### config.mk
export PLATFORM = sky130hd
export DESIGN_NAME = sorted_priority_list
export DESIGN_NICKNAME = d
export VERILOG_FILES = /design/src/sv/spl_pkg.sv /design/src/sv/sorted_priority_list.sv /design/src/sv/spl_cell.sv
export SDC_FILE = /design/constraint.sdc
export NUM_CORES = 2
export LEC_CHECK = 0
export BUFFER_PORTS_ARGS = -buffer_cell sky130_fd_sc_hd__clkbuf_2
export CELL_PAD_IN_SITES_DETAIL_PLACEMENT = 1
export CELL_PAD_IN_SITES_GLOBAL_PLACEMENT = 2
export CORE_UTILIZATION = 39
export CTS_BUF_LIST = sky130_fd_sc_hd__clkbuf_4 sky130_fd_sc_hd__clkbuf_8
export CTS_CLUSTER_DIAMETER = 100
export CTS_CLUSTER_SIZE = 40
export DETAILED_ROUTE_END_ITERATION = 10
export GPL_TIMING_DRIVEN = 0
export PLACE_DENSITY = 0.83
export SLEW_MARGIN = 20
export SYNTH_ARGS = -nofsm -noshare
export SYNTH_HDL_FRONTEND = slang
export SYNTH_SLANG_ARGS = --single-unit
### constraint.sdc
create_clock -name clk_i -period 4.6 [get_ports clk_i]
set_clock_uncertainty 0.2 [all_clocks]
set_input_delay 0.46 -clock clk_i [delete_from_list [all_inputs] [get_ports clk_i]]
set_output_delay 0.46 -clock clk_i [all_outputs]
set_load 0.01 [all_outputs]
### src/sv/spl_pkg.sv
// ----------------------------------------------------------------------------
// spl_pkg: shared types and constants for the sorted priority list
// Request and status codes, default sizes and the cell-to-cell link types.
// ----------------------------------------------------------------------------
package spl_pkg;

  // Default sizes
  localparam int unsigned SPL_DEPTH     = 64;
  localparam int unsigned SPL_ID_BITS   = 8;
  localparam int unsigned SPL_NICE_BITS = 8;

  // Request codes
  typedef enum logic [1:0] {
    REQ_INSERT = 2'd0,
    REQ_DELETE = 2'd1,
    REQ_QUERY  = 2'd2,
    REQ_NOP    = 2'd3
  } spl_req_e;

  // Status codes
  typedef enum logic [1:0] {
    ST_DONE      = 2'd0,
    ST_FULL      = 2'd1,
    ST_NOT_FOUND = 2'd2
  } spl_status_e;

  // Ripple link between neighboring cells
  typedef struct packed {
    logic open;  // new entry belongs at or before this cell
    logic seen;  // id match found at or before this cell
  } spl_link_t;

  // Per-cycle command broadcast to every cell
  typedef struct packed {
    logic ins;   // shift-in insert this cycle
    logic del;   // shift-out delete this cycle
  } spl_op_t;

endpackage

### src/sv/sorted_priority_list.sv
// ----------------------------------------------------------------------------
// sorted_priority_list: sorted list with insert, delete and query
// A row of DEPTH cells kept in nice/flag order with one result per request.
// ----------------------------------------------------------------------------
// One request is taken per clock while in_ready_o is high. Insert, delete
// and query finish in the cycle the transaction is accepted: every cell
// compares its entry with the request at once and sets its own open flag,
// the seen flag ripples down the row of DEPTH cells, and each cell takes
// its own, its left or right neighbor's or the new entry. The result is held
// in an output register and shows up the cycle after acceptance; in_ready_o
// stays high while that register is empty or being taken, so the sustained
// rate is one transaction per cycle. The longest path is the ripple of the
// seen flag through all DEPTH cells into the count and found logic.
module sorted_priority_list
  import spl_pkg::*;
#(
  parameter int unsigned DEPTH     = SPL_DEPTH,
  parameter int unsigned ID_BITS   = SPL_ID_BITS,
  parameter int unsigned NICE_BITS = SPL_NICE_BITS,
  localparam int unsigned CNT_BITS = $clog2(DEPTH + 1)
) (
  input  logic                 clk_i,
  input  logic                 rst_ni,
  input  logic                 in_valid_i,
  output logic                 in_ready_o,
  input  logic [1:0]           req_type_i,
  input  logic [ID_BITS-1:0]   entry_id_i,
  input  logic [NICE_BITS-1:0] nice_i,
  input  logic                 flag_i,
  output logic                 out_valid_o,
  input  logic                 out_ready_i,
  output logic [1:0]           status_o,
  output logic                 found_o,
  output logic [CNT_BITS-1:0]  count_o
);

  logic [CNT_BITS-1:0]  count_q, count_d;
  logic                 out_valid_q;
  spl_status_e          status_q, status_d;
  logic                 found_q,  found_d;
  logic                 in_fire;
  logic                 full;
  spl_req_e             req;
  spl_op_t              op;

  spl_link_t            link    [DEPTH+1];
  logic [ID_BITS-1:0]   cell_id   [DEPTH];
  logic [NICE_BITS-1:0] cell_nice [DEPTH];
  logic                 cell_flag [DEPTH];

  assign in_ready_o = !out_valid_q || out_ready_i;
  assign in_fire    = in_valid_i && in_ready_o;
  assign full       = (count_q == CNT_BITS'(DEPTH));
  assign req        = spl_req_e'(req_type_i);

  // Command decode
  always_comb begin
    op       = '0;
    status_d = ST_DONE;
    found_d  = 1'b0;
    count_d  = count_q;
    unique case (req)
      REQ_INSERT: begin
        if (full) begin
          status_d = ST_FULL;
        end else begin
          op.ins  = in_fire;
          count_d = count_q + CNT_BITS'(1);
        end
      end
      REQ_DELETE: begin
        op.del = in_fire;
        if (link[DEPTH].seen) begin
          count_d = count_q - CNT_BITS'(1);
        end else begin
          status_d = ST_NOT_FOUND;
        end
      end
      REQ_QUERY: begin
        found_d = link[DEPTH].seen;
      end
      REQ_NOP: begin
      end
      default: begin
      end
    endcase
  end

  // Row of cells
  assign link[0] = '0;

  for (genvar i = 0; i < DEPTH; i++) begin : g_cell
    logic [ID_BITS-1:0]   l_id,   r_id;
    logic [NICE_BITS-1:0] l_nice, r_nice;
    logic                 l_flag, r_flag;

    if (i == 0) begin : g_first
      assign l_id   = entry_id_i;
      assign l_nice = nice_i;
      assign l_flag = flag_i;
    end else begin : g_mid
      assign l_id   = cell_id[i-1];
      assign l_nice = cell_nice[i-1];
      assign l_flag = cell_flag[i-1];
    end

    if (i == DEPTH - 1) begin : g_last
      assign r_id   = entry_id_i;
      assign r_nice = nice_i;
      assign r_flag = flag_i;
    end else begin : g_inner
      assign r_id   = cell_id[i+1];
      assign r_nice = cell_nice[i+1];
      assign r_flag = cell_flag[i+1];
    end

    spl_cell #(
      .IDX       (i),
      .ID_BITS   (ID_BITS),
      .NICE_BITS (NICE_BITS),
      .CNT_BITS  (CNT_BITS)
    ) u_cell (
      .clk_i        (clk_i),
      .op_i         (op),
      .count_i      (count_q),
      .new_id_i     (entry_id_i),
      .new_nice_i   (nice_i),
      .new_flag_i   (flag_i),
      .left_id_i    (l_id),
      .left_nice_i  (l_nice),
      .left_flag_i  (l_flag),
      .right_id_i   (r_id),
      .right_nice_i (r_nice),
      .right_flag_i (r_flag),
      .link_i       (link[i]),
      .link_o       (link[i+1]),
      .id_o         (cell_id[i]),
      .nice_o       (cell_nice[i]),
      .flag_o       (cell_flag[i])
    );
  end

  // Count and result register
  always_ff @(posedge clk_i or negedge rst_ni) begin
    if (!rst_ni) begin
      count_q     <= '0;
      out_valid_q <= 1'b0;
    end else begin
      if (in_fire) begin
        count_q     <= count_d;
        out_valid_q <= 1'b1;
      end else if (out_ready_i) begin
        out_valid_q <= 1'b0;
      end
    end
  end

  always_ff @(posedge clk_i) begin
    if (in_fire) begin
      status_q <= status_d;
      found_q  <= found_d;
    end
  end

  assign out_valid_o = out_valid_q;
  assign status_o    = status_q;
  assign found_o     = found_q;
  assign count_o     = count_q;

  // Checks
  a_count_bound: assert property (@(posedge clk_i) disable iff (!rst_ni)
    count_q <= CNT_BITS'(DEPTH))
    else $error("entry count exceeds depth");

  a_insert_grows: assert property (@(posedge clk_i) disable iff (!rst_ni)
    (in_fire && req == REQ_INSERT && !full) |=> count_q == $past(count_q) + CNT_BITS'(1))
    else $error("insert did not grow the list");

  a_full_status: assert property (@(posedge clk_i) disable iff (!rst_ni)
    (out_valid_q && status_q == ST_FULL) |-> count_q == CNT_BITS'(DEPTH))
    else $error("full status reported on a list that is not full");

  a_found_clean: assert property (@(posedge clk_i) disable iff (!rst_ni)
    out_valid_q |-> !(found_q && status_q != ST_DONE))
    else $error("found set together with an error status");

endmodule

### src/sv/spl_cell.sv
// ----------------------------------------------------------------------------
// spl_cell: one position of the sorted list
// Holds one entry, compares it with the request and takes its own entry,
// the left neighbor's, the right neighbor's or the new one.
// ----------------------------------------------------------------------------
module spl_cell
  import spl_pkg::*;
#(
  parameter int unsigned IDX       = 0,
  parameter int unsigned ID_BITS   = SPL_ID_BITS,
  parameter int unsigned NICE_BITS = SPL_NICE_BITS,
  parameter int unsigned CNT_BITS  = 7
) (
  input  logic                 clk_i,
  input  spl_op_t              op_i,
  input  logic [CNT_BITS-1:0]  count_i,
  input  logic [ID_BITS-1:0]   new_id_i,
  input  logic [NICE_BITS-1:0] new_nice_i,
  input  logic                 new_flag_i,
  input  logic [ID_BITS-1:0]   left_id_i,
  input  logic [NICE_BITS-1:0] left_nice_i,
  input  logic                 left_flag_i,
  input  logic [ID_BITS-1:0]   right_id_i,
  input  logic [NICE_BITS-1:0] right_nice_i,
  input  logic                 right_flag_i,
  input  spl_link_t            link_i,
  output spl_link_t            link_o,
  output logic [ID_BITS-1:0]   id_o,
  output logic [NICE_BITS-1:0] nice_o,
  output logic                 flag_o
);

  logic [ID_BITS-1:0]   id_q,   id_d;
  logic [NICE_BITS-1:0] nice_q, nice_d;
  logic                 flag_q, flag_d;
  logic                 occ;
  logic                 ahead;

  // Occupancy and key compare
  assign occ   = (CNT_BITS'(IDX) < count_i);
  assign ahead = (new_nice_i < nice_q) ||
                 ((new_nice_i == nice_q) && new_flag_i && !flag_q);

  assign link_o.open = !occ || ahead;
  assign link_o.seen = link_i.seen || (occ && (id_q == new_id_i));

  // Next entry selection
  always_comb begin
    id_d   = id_q;
    nice_d = nice_q;
    flag_d = flag_q;
    if (op_i.ins && link_o.open) begin
      if (link_i.open) begin
        id_d   = left_id_i;
        nice_d = left_nice_i;
        flag_d = left_flag_i;
      end else begin
        id_d   = new_id_i;
        nice_d = new_nice_i;
        flag_d = new_flag_i;
      end
    end else if (op_i.del && link_o.seen) begin
      id_d   = right_id_i;
      nice_d = right_nice_i;
      flag_d = right_flag_i;
    end
  end

  // Entry storage, no reset needed
  always_ff @(posedge clk_i) begin
    id_q   <= id_d;
    nice_q <= nice_d;
    flag_q <= flag_d;
  end

  assign id_o   = id_q;
  assign nice_o = nice_q;
  assign flag_o = flag_q;

endmodule

==> flow_summary.yaml <==
status:
  outcome: "complete, but fails checks"
  failed_checks: "negative setup slack"
timing:
  grt_setup_unrepaired: "yes"
  hold_violations: 0
  slew_headroom: 0.0750
  slew_violations: 0
  layout_setup_ws_ns: -0.165
  max_freq_mhz: 210
  timing.final.crit_share: 1.04
  finalSetupViolCount: 106
  max_slew.worst_pin.slew_ns: 1.38
  min_period_ns: 4.76
floorplanning:
  start_util: 0.393
  ios: 35
  dieArea_um2: 201000
  core_area_um2: 198000
  die_h_um: 448
  rows: 163
  die_x_um: 448
logic_synthesis:
  synth_edf_count: 1091
  synth_ff_type: "edfxtp_1"
  yosysMostFrequentCell: "a21oi_1"
  ys_ff_latch: 1099
  netlist_top_cells_area: "edfxtp_1, mux2i_1, a21oi_1"
  syn_area_per_cell_um2: 9.96
  synth_nets: 8333
  synth_area_leader_cell: "edfxtp_1"
  synth_top_area_frac: 0.422
  synth_commonest_cells: "a21oi_1, edfxtp_1, mux2i_1, o21ai_0, ha_1"
  yosysSeqAreaShare: 0.425
  yosys_warnings: 0
  syn_area_um2: 77600
  synthArstFlopShare: 0.00728
  synthCells: 7795
  yosysUniqueCellTypes: 74
worst_setup_path:
  crit_type: "reg -> reg"
  path_common_cell: "buf_4"
  worst-r2r-setup-slack_ns: -0.16
  critPathTopFamily: "buffers and inverters"
  crit_fanout: 10
  arrival_ns: 5.34
  crit_buf_inv: 7
  crit_path_top_delay_cell: "dfrtp_2"
  cp-end-kind: "flip-flop"
  worstPathRequired_ns: 5.17
  worstSetupStartpointType: "flip-flop"
  worstPathCellList: "buf_4 > nor4_4 > buf_4 > buf_6 > a21oi_1 > and3_1 > a31o_2 > a311oi_4 > buf_4 > nand4bb_1 > buf_6 > nor4_4 > buf_4 > nand4b_1 > nor2b_2 > o21ai_4 > clkbuf_16"
  cp_slowest_stage_delay_ns: 0.48
finish:
  fin_nets: 8551
  final_util: 0.435
  drive_gt1_frac: 0.0953
  syn_to_final_growth_pct: 10.6
drt:
  ant_nets: 0
  drt_first_pass_iters: 6
  wl_per_cell_um: 35.5
  drc: 0
  routed_via_density: 6.37
  vias: 68400
  wirelength_um: 381000
  drtIter0Drc: 7923
placement:
  gp_congestion: 0.990
  pre_cts_ws_ns: -2.34
  hpwl_um: 292000
  port_buffers: 33
clock_tree:
  clock-sinks: 1099
  cts_buffers: 57
  clkLatencyLatePin_ns: 0.98
  cts_tree: "built"
  htreeDepth: 2
  ctsRootBufferMaster: "clkbuf_8"
  cts_max_path_buffers: 3
  clk_pin_slew_ns: 0.20
pwr:
  leakage_uw: 0.0372
  ir_drop_v: 0.000338
  power_density_nw_per_um2: 360
global_route:
  grt_antenna_before_repair: 41
  first_global_vias: 68600
  gr-usage-all-layers: 0.369
  grt_max_degree: 39
  grt_pass1_wl_um: 525000
  grt_overflow: 0
job:
  maxCapViolations: 0
hold_path:
  min_path_type: "in -> reg"
==> final timing paths <==
path                                                  startpoint  cells past startpoint                               endpoint
setup / recovery                          count_o[5]$_DFFE_PN0P_                     17  g_cell[60].u_cell.nice_o[2]$_DFFE_PP_
hold / removal                                         nice_i[0]                      5  g_cell[18].u_cell.nice_o[0]$_DFFE_PP_
setup reg to reg                          count_o[5]$_DFFE_PN0P_                     17  g_cell[60].u_cell.nice_o[2]$_DFFE_PP_
hold reg to reg            g_cell[33].u_cell.nice_o[7]$_DFFE_PP_                      2  g_cell[32].u_cell.nice_o[7]$_DFFE_PP_
max in group asynchronous                                 rst_ni                      3                 count_o[1]$_DFFE_PN0P_
min in group asynchronous                                 rst_ni                      3                out_valid_o$_DFFE_PN0P_
==> state kept, by name (all words and copies together), names as in the netlist <==
register              count
g_cell.u_cell.id_o      512
g_cell.u_cell.nice_o    512
g_cell.u_cell.flag_o     64
count_o                   7
status_o                  2
found_o                   1
out_valid_o               1
==> area by class of cell <==
cell class                 instances  area, um2
buffer                           591       2980
clock buffer                      60        820
inverter                         471       1780
fill                           22100     112000
multi-input combinational       5628      40900
clock inverter                    48        638
antenna                           33       82.6
sequential                      1099      33000
timing repair buffer             165       2390
tap                             2640       3300
==> per-layer routing <==
layer / vias to the layer above / global-route usage / part of all wire
met3: 892 / 0.0754 / 0.097
met4: 18 / 0.230 / 0.069
met2: 3673 / 0.555 / 0.43
li1: 28900 / - / -
met5: - / 0 / 0.00032
met1: 34900 / 0.486 / 0.40
==> worst register-to-register path: stages (launching register included) <==
cell and delay, ns:
dfrtp_2 0.48, buf_4 0.22, nor4_4 0.28, buf_4 0.20, buf_6 0.18, a21oi_1 0.16
and3_1 0.29, a31o_2 0.26, a311oi_4 0.38, buf_4 0.19, nand4bb_1 0.13, buf_6 0.22
nor4_4 0.17, buf_4 0.22, nand4b_1 0.30, nor2b_2 0.27, o21ai_4 0.16, clkbuf_16 0.27
==> stage by stage <==
step	hold slack, ns	instance area (um2)	std cells	power (uW)	TNS [ns]
2_1_floorplan	-0.0356	77600	7795	19400	0
3_3_place_gp	0.170	81100	10500	23800	-6927.39
3_5_place_dp	0.174	83100	10600	24400	-2645.23
4_1_cts	0.0315	85300	10700	30100	-45.84
5_1_grt	0.136	85800	10700	31600	-3.93
6_report	0.0609	85900	10700	30900	-5.51
==> report_power, final <==
part	switching (uW)	internal (uW)	leakage (uW)
logic	8630	4210	0.0265
registers	635	11800	0.0100
clock network	4090	1570	0.000705
==> cell usage in the layout, fill, tap and decap left out, types with 34 or more instances in the layout <==
cell and instances:
nor4_1 81, xnor2_1 190, edfxtp_1 1091, buf_4 70, clkbuf_2 133, nand3_1 67
mux2i_1 965, clkbuf_1 268, buf_6 38, a21oi_1 1340, nand4_1 121, o21a_1 270
clkbuf_8 68, inv_1 469, buf_2 124, o21ai_0 490, nor2b_1 73, nor2_1 183
xor2_1 328, mux2_2 34, nand2_1 468, ha_1 515, and2_1 38
==> kinds of logic after synthesis <==
| logic type | synth area share |
|---|---|
| mux | 0.129 |
| flops | 0.425 |
| compound gates | 0.166 |
| buf+inv | 0.0578 |
| fa+ha+maj | 0.0830 |
| xor+xnor | 0.0584 |
| simple gates | 0.0810 |
==> timing repair <==
action,in CTS,in global routing
hold buffers,8,0
pin swaps,9,8
setup endpoints to repair,2096,1140
setup buffers,18,23
endpoints found under the hold margin,22,0
gates cloned,0,1
gates resized for setup,145,89
Note: power is estimated with default switching activity, not from simulation.
